==> src/ray_triangle_nearest_hit_defines.svh <==
// assertion macros used by the ray picker back stage
`ifndef RAY_TRIANGLE_NEAREST_HIT_DEFINES_SVH
`define RAY_TRIANGLE_NEAREST_HIT_DEFINES_SVH
// implication checked on every rising clock edge outside reset
`define RTNH_ASSERT_IMP(lbl, clk, rstn, ante, cons, msg) \
  lbl: assert property (@(posedge clk) disable iff (!rstn) (ante) |-> (cons)) else $error(msg);
// next-cycle implication checked outside reset
`define RTNH_ASSERT_NXT(lbl, clk, rstn, ante, cons, msg) \
  lbl: assert property (@(posedge clk) disable iff (!rstn) (ante) |=> (cons)) else $error(msg);
`endif

==> src/rtnh_pkg.sv <==
//------------------------------------------------------------------------------
// rtnh_pkg
// shared types and constants of the ray triangle nearest hit picker
//------------------------------------------------------------------------------
`timescale 1ns / 1ps
`default_nettype none
package rtnh_pkg;
  localparam int FACE_COUNT_DEF = 4096;
  localparam int FRAC_BITS_DEF  = 16;
  localparam int ADDR_W         = 5;
  localparam logic [30:0] DIST_MAX = 31'h7fffffff;

  // register byte addresses
  localparam logic [ADDR_W-1:0] REG_ORIGIN_X = 5'd0;
  localparam logic [ADDR_W-1:0] REG_ORIGIN_Y = 5'd4;
  localparam logic [ADDR_W-1:0] REG_ORIGIN_Z = 5'd8;
  localparam logic [ADDR_W-1:0] REG_DIR_X    = 5'd12;
  localparam logic [ADDR_W-1:0] REG_DIR_Y    = 5'd16;
  localparam logic [ADDR_W-1:0] REG_DIR_Z    = 5'd20;
  localparam logic [ADDR_W-1:0] REG_EPSILON  = 5'd24;

  typedef struct packed {
    logic signed [31:0] p0_x;
    logic signed [31:0] p0_y;
    logic signed [31:0] p0_z;
    logic signed [31:0] p1_x;
    logic signed [31:0] p1_y;
    logic signed [31:0] p1_z;
    logic signed [31:0] p2_x;
    logic signed [31:0] p2_y;
    logic signed [31:0] p2_z;
    logic [11:0]        face_id;
    logic               first_tri;
    logic               last_tri;
  } in_beat_t;

  typedef struct packed {
    logic        any_hit;
    logic [11:0] nearest_face;
    logic [30:0] nearest_dist;
    logic        pick_done;
  } out_beat_t;

  typedef struct packed {
    logic signed [31:0] ox, oy, oz, dx, dy, dz;
    logic [15:0]        eps;
  } ray_t;

  // classified triangle handed from front to back
  typedef struct packed {
    logic        hit_ok;   // passed the determinant, range and face id tests
    logic        t_pos;    // numerator positive
    logic [31:0] num_t;    // t numerator, sign-adjusted by the determinant sign
    logic [31:0] det;      // positive determinant
    logic [11:0] face_id;
    logic        first_tri;
    logic        last_tri;
  } job_t;

  function automatic logic signed [31:0] sat32(input logic signed [33:0] v);
    if (v > 34'sd2147483647) return 32'sh7fffffff;
    if (v < -34'sd2147483648) return 32'sh80000000;
    return v[31:0];
  endfunction
endpackage
`default_nettype wire

==> src/rtnh_back.sv <==
//------------------------------------------------------------------------------
// rtnh_back
// radix-2 distance divider, nearest-hit keeper and result register
//------------------------------------------------------------------------------
`timescale 1ns / 1ps
`default_nettype none
`include "ray_triangle_nearest_hit_defines.svh"
module rtnh_back #(
  parameter int FRAC_BITS = rtnh_pkg::FRAC_BITS_DEF
) (
  input  wire                 clk,
  input  wire                 rst_n,
  input  wire [15:0]          eps,
  input  wire                 job_valid,
  output logic                job_stall,
  input  wire rtnh_pkg::job_t job,
  output logic                out_valid,
  input  wire                 out_stall,
  output rtnh_pkg::out_beat_t out_data
);
  typedef enum logic [1:0] {B_IDLE, B_DIV, B_UPD} st_t;
  localparam int QW = 32 + FRAC_BITS;

  st_t st_r;
  rtnh_pkg::job_t job_r;
  logic [QW-1:0] num_r;
  logic [QW-1:0] quo_r;
  logic [32:0] rem_r;
  logic [6:0] cnt_r;
  logic [30:0] best_dist_r;
  logic [11:0] best_face_r;
  logic hit_r;
  logic out_v_r;
  rtnh_pkg::out_beat_t out_r;

  logic [32:0] rem_sh;
  logic [32:0] rem_sub;
  logic [30:0] tq;
  logic acc_hit;
  logic [30:0] bd;
  logic [11:0] bf;
  logic bh;

  assign rem_sh = {rem_r[31:0], num_r[QW-1]};
  assign rem_sub = rem_sh - {1'b0, job_r.det};
  assign tq = (!job_r.t_pos) ? 31'd0 :
              (|quo_r[QW-1:31]) ? rtnh_pkg::DIST_MAX : quo_r[30:0];
  assign acc_hit = job_r.hit_ok && (tq > 31'(eps));

  always_comb begin
    bd = job_r.first_tri ? rtnh_pkg::DIST_MAX : best_dist_r;
    bf = job_r.first_tri ? 12'd0 : best_face_r;
    bh = job_r.first_tri ? 1'b0 : hit_r;
    if (acc_hit && (!bh || tq < bd)) begin
      bd = tq; bf = job_r.face_id; bh = 1'b1;
    end
  end

  assign job_stall = (st_r != B_IDLE);
  assign out_valid = out_v_r;
  assign out_data = out_r;

  always_ff @(posedge clk) begin
    if (!rst_n) begin
      st_r <= B_IDLE; out_v_r <= 1'b0; cnt_r <= '0;
      best_dist_r <= rtnh_pkg::DIST_MAX; best_face_r <= '0; hit_r <= 1'b0;
    end else begin
      if (out_v_r && !out_stall && st_r != B_UPD) out_v_r <= 1'b0;
      unique case (st_r)
        B_IDLE: if (job_valid) begin
          job_r <= job;
          num_r <= {job.num_t, {FRAC_BITS{1'b0}}};
          quo_r <= '0; rem_r <= '0; cnt_r <= '0;
          st_r <= (job.hit_ok && job.t_pos) ? B_DIV : B_UPD;
        end
        // one quotient bit a cycle
        B_DIV: begin
          if (!rem_sub[32]) begin
            rem_r <= rem_sub; quo_r <= {quo_r[QW-2:0], 1'b1};
          end else begin
            rem_r <= rem_sh; quo_r <= {quo_r[QW-2:0], 1'b0};
          end
          num_r <= {num_r[QW-2:0], 1'b0};
          cnt_r <= cnt_r + 7'd1;
          if (cnt_r == 7'(QW - 1)) st_r <= B_UPD;
        end
        default: if (!out_v_r || !out_stall) begin
          best_dist_r <= bd; best_face_r <= bf; hit_r <= bh;
          out_r.any_hit <= bh; out_r.nearest_face <= bf;
          out_r.nearest_dist <= bd; out_r.pick_done <= job_r.last_tri;
          out_v_r <= 1'b1;
          st_r <= B_IDLE;
        end
      endcase
    end
  end

  `RTNH_ASSERT_IMP(a_nohit_face, clk, rst_n, out_v_r && !out_r.any_hit, out_r.nearest_face == 12'd0, "face set without hit")
  `RTNH_ASSERT_IMP(a_nohit_dist, clk, rst_n, out_v_r && !out_r.any_hit, out_r.nearest_dist == rtnh_pkg::DIST_MAX, "dist set without hit")
  `RTNH_ASSERT_NXT(a_div_len, clk, rst_n, st_r == B_DIV && cnt_r == 7'(QW - 1), st_r == B_UPD, "divider overran")
endmodule
`default_nettype wire

==> config.mk <==
export PLATFORM = sky130hd
export DESIGN_NAME = rtnh_back
export DESIGN_NICKNAME = d
export VERILOG_FILES = /design/src/rtnh_pkg.sv /design/src/rtnh_back.sv
export VERILOG_INCLUDE_DIRS = /design/src /design/src/src
export SDC_FILE = /design/constraint.sdc
export NUM_CORES = 1
export LEC_CHECK = 0
export ABC_AREA = 1
export BUFFER_PORTS_ARGS = -buffer_cell sky130_fd_sc_hd__buf_2
export CAP_MARGIN = 20
export CELL_PAD_IN_SITES_DETAIL_PLACEMENT = 1
export CELL_PAD_IN_SITES_GLOBAL_PLACEMENT = 2
export CORE_ASPECT_RATIO = 0.6
export CORE_MARGIN = 2
export CORE_UTILIZATION = 33
export DETAILED_ROUTE_END_ITERATION = 12
export PLACE_DENSITY = 0.73
export SETUP_SLACK_MARGIN = 0.2
export SYNTH_ARGS = -nofsm -noshare
export SYNTH_HDL_FRONTEND = slang
export SYNTH_SLANG_ARGS = --single-unit
==> constraint.sdc <==
create_clock -name clk -period 5.9 [get_ports clk]
set_clock_uncertainty 0.1 [all_clocks]
set_input_delay 0.59 -clock clk [delete_from_list [all_inputs] [get_ports clk]]
set_output_delay 0.59 -clock clk [all_outputs]
set_load 0.005 [all_outputs]
; ---- Word-level counts from Yosys, hierarchy flattened
; Index checks and enable logic that the tools add are counted.
[totals]
regBits = 275
inputBits = 100
output_inout_bits = 47
wordCells = 77
[classes]
addsub = 2
n_lt_le_gt_ge = 2
eq_ne = 5
n_mux = 26
bitwise = 1
reduce_logical = 22
[ops]
columns = op, n
row1 = one-hot mux 48 bit (2 select lines), 2
row2 = two-way mux 31 bit, 4
row3 = two-way mux 48 bit, 2
row4 = two-way mux 32 bit, 2
row5 = one-hot mux 32 bit (2 select lines), 1
row6 = subtractor 33 x 32 -> 33 bit, 1
row7 = greater-than comparator 31 x 16 -> 1 bit, 1
row8 = < comparator 31 bit, 1
row9 = two-way mux 12 bit, 2
row10 = OR reduction 17 bit, 1
row11 = one-hot mux 7 bit (2 select lines), 1
row12 = AND reduction 3 bit, 4
row13 = two-way mux 2 bit, 4
row14 = adder 7 x 1 -> 7 bit (second input constant), 1
row15 = == test 7 x 6 -> 1 bit (second input constant), 1
row16 = two-way mux 7 bit, 1
row17 = two-way mux 1 bit, 6
row18 = inequality test 2 bit (second input constant), 3
row19 = logical AND 1 bit, 5
row20 = one-hot mux 2 bit (2 select lines), 1
row21 = AND reduction 2 bit, 2
row22 = nonzero test 2 bit, 2
row23 = zero test 1 bit, 3
row24 = nonzero test 3 bit, 1
row25 = 5 further kinds, 6

; ---- Depth between registers and ports, before layout
; Gate-level depths: netlist of run 1.
[depth]
ltp_word = 7
mapped_depth = 27
depth_no_buf = 24

; ---- Worst setup path before layout of run 1
; No wires, ideal clock.
[synth_timing]
kind = input-to-reg
from = input rst_n
to = register num_r[16], enable pin
setup_ns = 0.584
arrival_time_ns = 5.524
t_required_ns = 5.216
slack_ns = -0.308
stages = 3
path_buffers = 1
path_cell_list = inv_1 > clkbuf_1 > nor2_1
[synth_via]
elab_chain_len = 1
[synth_rtl]
columns = element, line
row1 = from (decl), rtnh_back.sv:12  ; input wire rst_n,
row2 = AND reduction 3 bit (no source line), n/a
row3 = to (signal assigned), rtnh_back.sv:72  ; num_r <= {job.num_t, {FRAC_BITS{1'b0}}};
row4 = to (signal assigned), rtnh_back.sv:83  ; num_r <= {num_r[QW-2:0], 1'b0};
row5 = to (decl), rtnh_back.sv:26  ; logic [QW-1:0] num_r;
; No other way between the ends.
; A chain may end at the register's enable or synchronous reset.

; ---- Worst setup path after layout of run 1
[layout_timing]
from = register quo_r[31]
to = register out_r, in the netlist out_data[12], data pin
[layout_via]
elab_chain_len = 7
[layout_rtl]
columns = element, line
row1 = from (decl), rtnh_back.sv:27  ; logic [QW-1:0] quo_r;
row2 = from (signal assigned), rtnh_back.sv:79  ; rem_r <= rem_sub; quo_r <= {quo_r[QW-2:0], 1'b1};
row3 = from (signal assigned), rtnh_back.sv:81  ; rem_r <= rem_sh; quo_r <= {quo_r[QW-2:0], 1'b0};
row4 = OR reduction 17 bit (*), rtnh_back.sv:47  ; (|quo_r[QW-1:31]) ? rtnh_pkg::DIST_MAX : quo_r[30:0];
row5 = two-way mux 31 bit (*), rtnh_back.sv:47
row6 = two-way mux 31 bit (*), rtnh_back.sv:46  ; assign tq = (!job_r.t_pos) ? 31'd0 :
row7 = greater-than comparator 31 x 16 -> 1 bit / < comparator 31 bit (equally long branches), "rtnh_back.sv:48, rtnh_back.sv:54"
row8 = logical AND 1 bit / logical OR 1 bit (equally long branches), "rtnh_back.sv:48, rtnh_back.sv:54"
row9 = logical AND 1 bit, rtnh_back.sv:54  ; if (acc_hit && (!bh || tq < bd)) begin
row10 = two-way mux 31 bit (*), rtnh_back.sv:54
row11 = via bd[11], rtnh_back.sv:40  ; logic [30:0] bd;
row12 = to (decl), rtnh_back.sv:34  ; rtnh_pkg::out_beat_t out_r;
; The timed path passes the listed nets; every way through them passes the cells marked *.

==> impl_metrics.csv, run 1 <==
group,metric,value,unit
setup_path,critical-path-top-delay-family,"simple AND/OR/NAND/NOR gates",
cts,cts_setup_buffers,0,
power_and_ir_drop,ir_worst_vdd,176.7,uV
synthesis,yosys_warnings,0,
cts,clk_latency,0.56,ns
timing,tns,0,ns
die,die_w,266.5,um
setup_path,r2r_slack,1.12,ns
synthesis,synth_nets,1702,
setup_path,critPathKind,"reg -> reg",
synthesis,yosys.area.top_type_share,45.11,%
cts,cts_resized,0,
grt,use_met3,3.522,%
setup_path,cp_num_buf_inv,2,
synthesis,syn_area_per_cell,8.930,um2
cts,cts_made_buffers,29,
finish,diodes,0,
timing,period_minus_slack,4.775,ns
routing,drt-total-wl,41210,um
routing,postRouteAntennaNets,0,
die,die_height,161.5,um
grt,grt.total_usage,19.24,%
grt,antenna_found_initial,1,
timing,min_period_over_period,80.93,%
grt,grt_pass1_vias,11169,
die,boundaryPins,147,
die,start_util,33.57,%
timing,relSlewSlack,32.41,%
routing,vias,11017,
synthesis,synthCells,1528,
grt,met1_usage,30.29,%
die,rows,57,
cts,clockBufferDepth,3,
finish,drive_gt1_share,12.78,%
synthesis,synth-edff-count,205,
finish,areaGrowthSynthToFinish,16.25,%
place,port_buffers,146,
routing,via_per_inst,4.978,
routing,drtPass1Iterations,5,
cts,cts_tree,"built",
grt,grt_overflow,0,
worst_hold_path,min_path_type,"in -> reg",
grt,use_met2,27.33,%
cts,cts_root_buffer,"clkbuf_16",
place,gp_congestion,0.8411,
setup_path,cp_slowest_cell,"a211oi_1",
synthesis,ys_ff_latch,259,
timing,fin_worst_hold_slack,0.1006,ns
cts,clock_sink_count,259,
setup_path,critPathRequiredTime,6.10,ns
synthesis,yosysTopAreaCell,"edfxtp_1",
grt,grt_max_degree,83,
outcome,status,"completed",
synthesis,synthesis.area,0.01365,mm2
cts,htree_levels,1,
synthesis,yosysUniqueCellTypes,42,
routing,wire_per_inst,18.62,um
synthesis,synth.area.top_cells,"edfxtp_1 (45%), nand2_1 (8.8%), dfxtp_1 (7.9%), ha_1 (6.7%), inv_1 (5.3%)",
finish,fin_util,39.02,%
setup_path,critPathMaxFanout,43,
cts,cts.clk_slew.worst_paths,0.07,ns
power_and_ir_drop,p_total,0.005839,W
place,place_hpwl,28630,um
timing,worstMarginPinSlew,1.010,ns
synthesis,synth_top_flop_cell,"edfxtp_1",
timing,setup_violations,0,
synthesis,synth_seq_area_share,53.04,%
flow_run,maxCapViolCount,0,
finish,final_nets,1835,
timing,hold_viol,0,
setup_path,path_cells,"nor2_1 -> nand3_1 -> nor2_4 -> nand2_2 -> o21ai_0 -> inv_1 -> ha_1 -> a21oi_1 -> o21ai_0 -> nand3_1 -> nand2_1 -> nand2_1 -> a21oi_1 -> a211oi_1 -> nand2_1 -> nand2_1 -> buf_4 -> nand4_1 -> and2_1",
timing,max_freq,209.4,MHz
setup_path,worst-endpoint-arrival,4.98,ns
setup_path,startpoint_type,"flip-flop",
die,dieArea,0.04305,mm2
setup_path,worst_setup_path_end_kind,"flip-flop",
setup_path,slowest_delay,0.54,ns
grt,grt_pass1_wl,64610,um
routing,drc,0,
die,core,0.04065,mm2
timing,slew_viol_final,0,
power_and_ir_drop,power.density,368.1,mW/mm2
grt,grt-busiest-layer,"met1",
synthesis,synthArstFlopShare,0,%
routing,drtIter0Drc,832,
timing,grt_setup_unrepaired,"no",
setup_path,path_common_cell,"nand2_1",
power_and_ir_drop,p_leak,6.779,nW
cts,ctsHoldBuffers,0,
==> where the power goes <==
group	total, W	internal, W	switching (W)
clock network	0.00180	0.00104	0.000756
logic	0.00156	0.000489	0.00107
registers	0.00249	0.00235	0.000130
==> per-layer routing <==
layer | vias up | wire length [um]
li1 | 5419 | -
met1 | 5312 | 22250
met2 | 243 | 16260
met3 | 41 | 2051
met4 | 2 | 631
met5 | - | 13
==> layout by cell type (no fill, tap or decap), drive strengths merged, types with 4 or more instances in the layout <==
| cell type | netlist | layout |
|---|---|---|
| and2 | 43 | 43 |
| edfxtp | 205 | 205 |
| clkinv | 0 | 6 |
| a21oi | 129 | 129 |
| clkbuf | 44 | 44 |
| xnor2 | 17 | 17 |
| nor3 | 7 | 7 |
| nand2 | 323 | 323 |
| buf | 16 | 162 |
| nor2 | 153 | 153 |
| o21a | 6 | 6 |
| ha | 73 | 73 |
| xor2 | 13 | 13 |
| inv | 194 | 193 |
| a21o | 6 | 6 |
| a211oi | 4 | 4 |
| nand4 | 49 | 49 |
| o21ai | 82 | 82 |
| nand3 | 77 | 77 |
| dfxtp | 54 | 54 |
| o21bai | 8 | 8 |
==> cells by family after synthesis <==
| logic type | after synthesis | synth area share [%] |
|---|---|---|
| flops | 259 | 53.04 |
| fa+ha+maj | 74 | 6.840 |
| compound gates | 251 | 10.04 |
| xor+xnor | 30 | 1.926 |
| buf+inv | 254 | 7.207 |
| simple gates | 660 | 20.95 |
==> path summary, 6_finish.rpt <==
kind | from | endpoint | depth (start not counted)
max | quo_r[31] | out_data[12] | 19
min | job[29] | job_r[29] | 1
max reg2reg | quo_r[31] | out_data[12] | 19
min reg2reg | job_r[0] | out_data[0] | 0
==> state kept, by name, summed over array words and instances, names as in the netlist <==
register	flops
best_dist_r	31
best_face_r	12
cnt_r	7
hit_r	1
job_r	48
num_r	32
out_data	45
out_valid	1
quo_r	48
rem_r	32
st_r	2
==> through the flow <==
stage	worst slack (ns)	instance area (um2)	instances
after CTS	1.200	15860	2213
after detailed placement	1.207	14950	2161
after floorplan	1.586	13650	1528
after global placement	1.372	14950	2161
final	1.125	15860	2213
after global routing	0.8623	15860	2213
==> final cells by class <==
cell class / count / area (um2)
fill: 4790 / 24790
sequential: 259 / 7237
multi-input combinational: 1015 / 5458
timing repair buffer: 162 / 863.3
clock buffer: 44 / 822.0
inverter: 194 / 728.2
tap: 531 / 664.4
clock inverter: 8 / 90.09
==> synthesized netlist by cell type, drive strengths merged, types with 2 or more instances <==
| cell type | instances |
|---|---|
| a2111oi | 2 |
| nand2 | 323 |
| a31oi | 2 |
| ha | 73 |
| a221oi | 3 |
| xor2 | 13 |
| nor4 | 3 |
| nor3 | 7 |
| edfxtp | 205 |
| a21oi | 129 |
| a211oi | 4 |
| buf | 16 |
| a21boi | 2 |
| o221ai | 3 |
| clkbuf | 44 |
| xnor2 | 17 |
| nand3 | 77 |
| nor2 | 153 |
| nand4 | 49 |
| nand3b | 3 |
| o21a | 6 |
| dfxtp | 54 |
| nor3b | 2 |
| o21bai | 8 |
| o211ai | 2 |
| inv | 194 |
| and2 | 43 |
| o21ai | 82 |
| a21o | 6 |
Power figures use the tool's default switching activity.
==> inputs of run 2 (changes only) <==
==> constraint.sdc (replaced) <==
create_clock -name clk -period 3.9 [get_ports clk]
set_clock_uncertainty 0.1 [all_clocks]
set_input_delay 0.39 -clock clk [delete_from_list [all_inputs] [get_ports clk]]
set_output_delay 0.39 -clock clk [all_outputs]
set_load 0.005 [all_outputs]
==> impl_metrics.csv, run 2 (synthesized netlist as in run 1, its figures left out) <==
group,metric,value,unit
outcome,status,"completed",
timing,period_minus_slack,3.598,ns
setup_path,startpoint_type,"flip-flop",
power_and_ir_drop,p_comb_share,29.5,%
power_and_ir_drop,internal_power,0.006066,W
cts,cts.clk_slew.worst_paths,0.07,ns
place,port_buffers,146,
cts,htree_levels,1,
die,die_w,266.5,um
finish,diodes,0,
routing,wire_per_inst,18.69,um
setup_path,r2r_slack,0.30,ns
cts,cts_root_buffer,"clkbuf_16",
setup_path,critical_path_cell_count,23,
routing,drtPass1Iterations,7,
setup_path,reg2reg_depth,23,
cts,clk_latency,0.56,ns
die,rows,57,
routing,vias,11678,
power_and_ir_drop,power.density,513.4,mW/mm2
die,die_height,161.5,um
place,pre_cts_ws,-0.3742,ns
worst_hold_path,min_path_type,"in -> reg",
cts,clock_sink_count,259,
finish,fin_util,43.95,%
power_and_ir_drop,pwr-share-clk,29.5,%
grt,grt-busiest-layer,"met1",
timing,setup_slack,0.3024,ns
timing,min_period_over_period,92.25,%
finish,areaGrowthSynthToFinish,30.93,%
place,place_hpwl,29240,um
die,dieArea,0.04305,mm2
power_and_ir_drop,swShare,33.87,%
timing,worstMarginPinSlew,0.9616,ns
grt,antenna_found_initial,1,
grt,grt_max_degree,83,
die,core,0.04065,mm2
setup_path,slowest_delay,0.38,ns
power_and_ir_drop,p_sw,0.003107,W
setup_path,worst-endpoint-arrival,3.81,ns
grt,use_met3,2.577,%
worst_hold_path,worstHoldPathCells,3,
grt,use_met2,28.65,%
timing,fin_worst_hold_slack,0.01626,ns
finish,mostFrequentLayoutCell,"nand2_1",
routing,drt-total-wl,44040,um
finish,drive_gt1_share,20.88,%
die,boundaryPins,147,
grt,met1_usage,31.56,%
place,dp.cells,2205,
timing,relSlewSlack,35.89,%
timing,setup_violations,0,
setup_path,path_cells,"nor2_1 -> nand3_1 -> nor2_4 -> nand2_4 -> buf_6 -> buf_12 -> o21ai_4 -> inv_2 -> ha_4 -> nand2_4 -> nor2_4 -> nand4_1 -> buf_4 -> a21oi_2 -> a211oi_1 -> buf_4 -> nand2_2 -> nand2_4 -> nand3_4 -> buf_12 -> clkbuf_16 -> nand2_4 -> and2_4",
grt,grt_pass1_wl,67090,um
setup_path,path_common_cell,"nand2_4",
setup_path,cp_num_buf_inv,7,
cts,clockBufferDepth,3,
timing,hold_viol,0,
cts,cts_tree,"built",
flow_run,maxCapViolCount,0,
setup_path,critPathKind,"reg -> reg",
finish,final_cell_mix,"nand2_1 (289), edfxtp_1 (205), inv_1 (185)",
setup_path,critical-path-top-delay-family,"simple AND/OR/NAND/NOR gates",
setup_path,critPathRequiredTime,4.11,ns
routing,via_per_inst,4.957,
grt,grt_overflow,0,
power_and_ir_drop,ir_worst_vdd,305.8,uV
finish,final_nets,1977,
power_and_ir_drop,p_leak,7.672,nW
routing,drc,0,
finish,final_cells,2356,
timing,max_freq,278.0,MHz
grt,grt_pass1_vias,11719,
grt,grt.total_usage,19.83,%
place,gp_congestion,0.8570,
routing,postRouteAntennaNets,0,
timing,slew_viol_final,0,
die,start_util,33.57,%
setup_path,cp_slowest_cell,"edfxtp_1",
setup_path,critPathMaxFanout,6,
power_and_ir_drop,p_seq_share,41.1,%
setup_path,worst_setup_path_end_kind,"flip-flop",
routing,drtIter0Drc,799,
timing,grt_setup_unrepaired,"yes",
cts,cts_made_buffers,28,
## run 2: final timing paths
check                 to  startpoint
max          out_data[7]   quo_r[43]
min                hit_r       rst_n
min reg2reg  out_data[0]    job_r[0]
max reg2reg  out_data[7]   quo_r[43]
## run 2: worst register-to-register path: stages (launching register included)
cell       delay (ns)
edfxtp_1         0.38
nor2_1           0.11
nand3_1          0.12
nor2_4           0.18
nand2_4          0.11
buf_6            0.15
buf_12           0.13
o21ai_4          0.14
inv_2            0.08
ha_4             0.28
nand2_4          0.06
nor2_4           0.11
nand4_1          0.15
buf_4            0.17
a21oi_2          0.09
a211oi_1         0.05
buf_4            0.15
nand2_2          0.07
nand2_4          0.07
nand3_4          0.11
buf_12           0.15
clkbuf_16        0.17
nand2_4          0.05
and2_4           0.16
## run 2: cell type report
class | instances | area, um2
clock buffers | 39 | 793.3
clock inverters | 13 | 117.6
fillers | 4673 | 22790
inverters | 194 | 728.2
multi-input cells | 1016 | 5924
flip-flops and latches | 259 | 7237
well taps | 531 | 664.4
repair buffers | 304 | 2401
## run 2: power groups by stage
stage / combinational, W / sequential, W / clock, W
floorplan: 0.00159 / 0.00376 / 0
global placement: 0.00238 / 0.00379 / 0
detailed placement: 0.00244 / 0.00381 / 0
CTS: 0.00253 / 0.00376 / 0.00278
global route: 0.00301 / 0.00382 / 0.00289
finish: 0.00270 / 0.00377 / 0.00270
## run 2: per-stage QoR
stage / setup TNS, ns / total power [W] / cell area [um2]
after floorplan: 0 / 0.005350 / 13650
after global placement: -15.37 / 0.006170 / 15360
after detailed placement: -20.46 / 0.006245 / 15360
after CTS: 0 / 0.009072 / 17200
after global routing: 0 / 0.009726 / 17870
final: 0 / 0.009173 / 17870
## run 2: repair_timing
action / 4_1_cts / 5_1_grt
setup buffers: 7 / 11
endpoints found under the hold margin: 72 / 0
hold buffers: 72 / 0
cloned: 2 / 7
endpoints found under the setup margin: 87 / 120
resized for setup: 43 / 111
pin swaps: 5 / 27
## run 2: metal layers
layer | wire, um | share of wire [%] | vias up
li1 | - | - | 5714
met1 | 23370 | 53 | 5659
met2 | 17920 | 41 | 258
met3 | 2102 | 4.8 | 47
met4 | 649 | 1.5 | 0
met5 | 0 | 0 | -
==> inputs of run 3 (changes only) <==
--- a/config.mk
+++ b/config.mk
@@ -11,10 +11,10 @@
 export CAP_MARGIN = 20
 export CELL_PAD_IN_SITES_DETAIL_PLACEMENT = 1
 export CELL_PAD_IN_SITES_GLOBAL_PLACEMENT = 2
-export CORE_ASPECT_RATIO = 0.6
 export CORE_MARGIN = 2
 export CORE_UTILIZATION = 33
 export DETAILED_ROUTE_END_ITERATION = 12
+export MAX_ROUTING_LAYER = met4
 export PLACE_DENSITY = 0.73
 export SETUP_SLACK_MARGIN = 0.2
 export SYNTH_ARGS = -nofsm -noshare
==> impl_metrics.csv, run 3 (synthesized netlist as in run 1, its figures left out) <==
group,metric,value,unit
outcome,status,"completed",
power_and_ir_drop,ir_worst_vdd,362.7,uV
power_and_ir_drop,p_seq_share,41.3,%
setup_path,r2r-end,"out_data[35]",
finish,mostFrequentLayoutCell,"nand2_1",
setup_path,critPathMaxFanout,10,
setup_path,r2r_slack,0.39,ns
flow_run,maxCapViolCount,0,
grt,grt_overflow,0,
timing,worstMarginPinSlew,0.9369,ns
finish,fin_util,43.68,%
routing,via_per_inst,4.838,
grt,grt_pass1_wl,63320,um
die,die_height,207.3,um
timing,relSlewSlack,37.54,%
grt,use_met3,2.890,%
grt,met1_usage,23.50,%
power_and_ir_drop,p_sw,0.002939,W
setup_path,cp-startpoint,"quo_r[37]",
finish,final_nets,1980,
die,dieArea,0.04299,mm2
cts,clockBufferDepth,3,
timing,tns,0,ns
routing,drtIter0Drc,419,
place,dp.cells,2204,
setup_path,startpoint_type,"flip-flop",
timing,min_period_over_period,89.93,%
grt,grt.total_usage,18.45,%
finish,areaGrowthSynthToFinish,30.71,%
timing,setup_violations,0,
routing,wire_per_inst,16.81,um
die,core,0.04083,mm2
cts,cts_root_buffer,"clkbuf_16",
routing,drtPass1Iterations,4,
cts,cts_tree,"built",
cts,clk_latency,0.57,ns
timing,max_freq,285.1,MHz
cts,clock_sink_count,259,
finish,final_cells,2364,
place,gp_congestion,0.8531,
die,start_util,33.42,%
power_and_ir_drop,pwr-share-clk,31.3,%
die,boundaryPins,147,
finish,nFillCells,4668,
cts,cts.clk_slew.worst_paths,0.06,ns
timing,grt_setup_unrepaired,"yes",
finish,final_cell_mix,"nand2_1 (305), edfxtp_1 (205), inv_1 (187)",
place,port_buffers,146,
setup_path,r2r_start,"quo_r[37]",
routing,drc,0,
grt,grt_pass1_vias,12149,
grt,grt_max_degree,83,
power_and_ir_drop,power.density,511.4,mW/mm2
cts,cts_made_buffers,31,
setup_path,worst_setup_path_end_kind,"flip-flop",
die,die_w,207.3,um
timing,hold_viol,0,
setup_path,cp-endpoint,"out_data[35]",
setup_path,reg2reg_depth,19,
finish,drive_gt1_share,18.85,%
worst_hold_path,min_path_type,"in -> reg",
power_and_ir_drop,swShare,32.23,%
power_and_ir_drop,p_comb_share,27.4,%
timing,slew_viol_final,0,
place,place_hpwl,26590,um
power_and_ir_drop,internal_power,0.006181,W
setup_path,critPathKind,"reg -> reg",
routing,vias,11438,
grt,antenna_found_initial,2,
grt,use_met2,30.98,%
routing,postRouteAntennaNets,0,
setup_path,critPathRequiredTime,4.22,ns
setup_path,worst-endpoint-arrival,3.83,ns
power_and_ir_drop,p_leak,7.588,nW
routing,drt-total-wl,39750,um
die,rows,74,
grt,grt-busiest-layer,"met2",
timing,period_minus_slack,3.507,ns
cts,htree_levels,1,
run 3: cell count changes in the layout (fill, tap and decap cells not counted), moves of 4 or more:
cell,delta
nand2_1,+16
and2_1,+14
and2_4,-14
nand2_2,-13
dlygate4sd3_1,+8
clkbuf_1,+5
o21ai_0,-5
a21oi_1,+4
a21oi_2,-4
nand2_4,-4
nor2_2,+4
run 3: final cells by class:
type / count / area [um2] / share of cell area, %
Multi-Input combinational cell: 1017 / 5862 / 32.87
Clock buffer: 49 / 903.4 / 5.065
Timing Repair Buffer: 303 / 2340 / 13.12
Inverter: 194 / 730.7 / 4.097
Sequential cell: 259 / 7237 / 40.58
Tap cell: 532 / 665.6 / 3.732
Clock inverter: 8 / 92.59 / 0.5191
Antenna cell: 2 / 5.005 / 0.02806
run 3: worst min-delay path by stage:
stage                        start     endpoint  slack [ns]  cells past startpoint
final                        rst_n        hit_r        0.08                      3
after global routing         rst_n        hit_r        0.06                      3
after CTS                    rst_n        hit_r        0.04                      3
after detailed placement  job_r[0]  out_data[0]        0.32                      0
after global placement    job_r[0]  out_data[0]        0.30                      0
after floorplan           job_r[0]  out_data[0]        0.30                      0
run 3: power by group through the flow:
stage          sequential, W  combinational (W)  clock (W)
2_1_floorplan        0.00376            0.00159          0
3_3_place_gp         0.00379            0.00230          0
3_5_place_dp         0.00381            0.00236          0
4_1_cts              0.00376            0.00243    0.00295
5_1_grt              0.00382            0.00285    0.00305
6_report             0.00377            0.00250    0.00285
run 3: timing repair:
| item | in CTS | in global routing |
|---|---|---|
| resized for setup | 9 | 103 |
| cloned | 0 | 8 |
| setup buffers | 0 | 13 |
| setup endpoints to repair | 71 | 87 |
| hold endpoints to repair | 80 | 0 |
| hold buffers | 80 | 0 |
| pin swaps | 0 | 13 |
run 3: worst max-delay path: stages, from the launching register on:
cell	delay (ns)
edfxtp_1	0.39
nor2_1	0.13
nand2_1	0.10
nor2_4	0.15
buf_12	0.15
nand2_8	0.09
buf_8	0.16
o21ai_1	0.20
inv_1	0.09
ha_1	0.32
a21oi_1	0.12
o21ai_0	0.09
a211oi_1	0.26
buf_4	0.15
nand2_2	0.06
nand2_4	0.10
nand3_4	0.22
clkbuf_16	0.26
nand2_1	0.07
and2_1	0.13
run 3: routing by layer:
layer	vias up	part of all wire (%)
li1	5708	-
met1	5513	46
met2	170	48
met3	47	3.8
met4	0	1.6
met5	-	0
run 3: metrics by stage:
stage                     hold slack (ns)  power [W]  instance area [um2]  setup WS, ns
after floorplan                    0.3003   0.005350                13650        0.3928
after global routing              0.06183   0.009717                17840        0.1504
final                             0.07566   0.009121                17840        0.3926
after detailed placement           0.3158   0.006165                15330        0.1147
after CTS                         0.04366   0.009139                17130        0.2106
after global placement             0.3016   0.006091                15330        0.1084
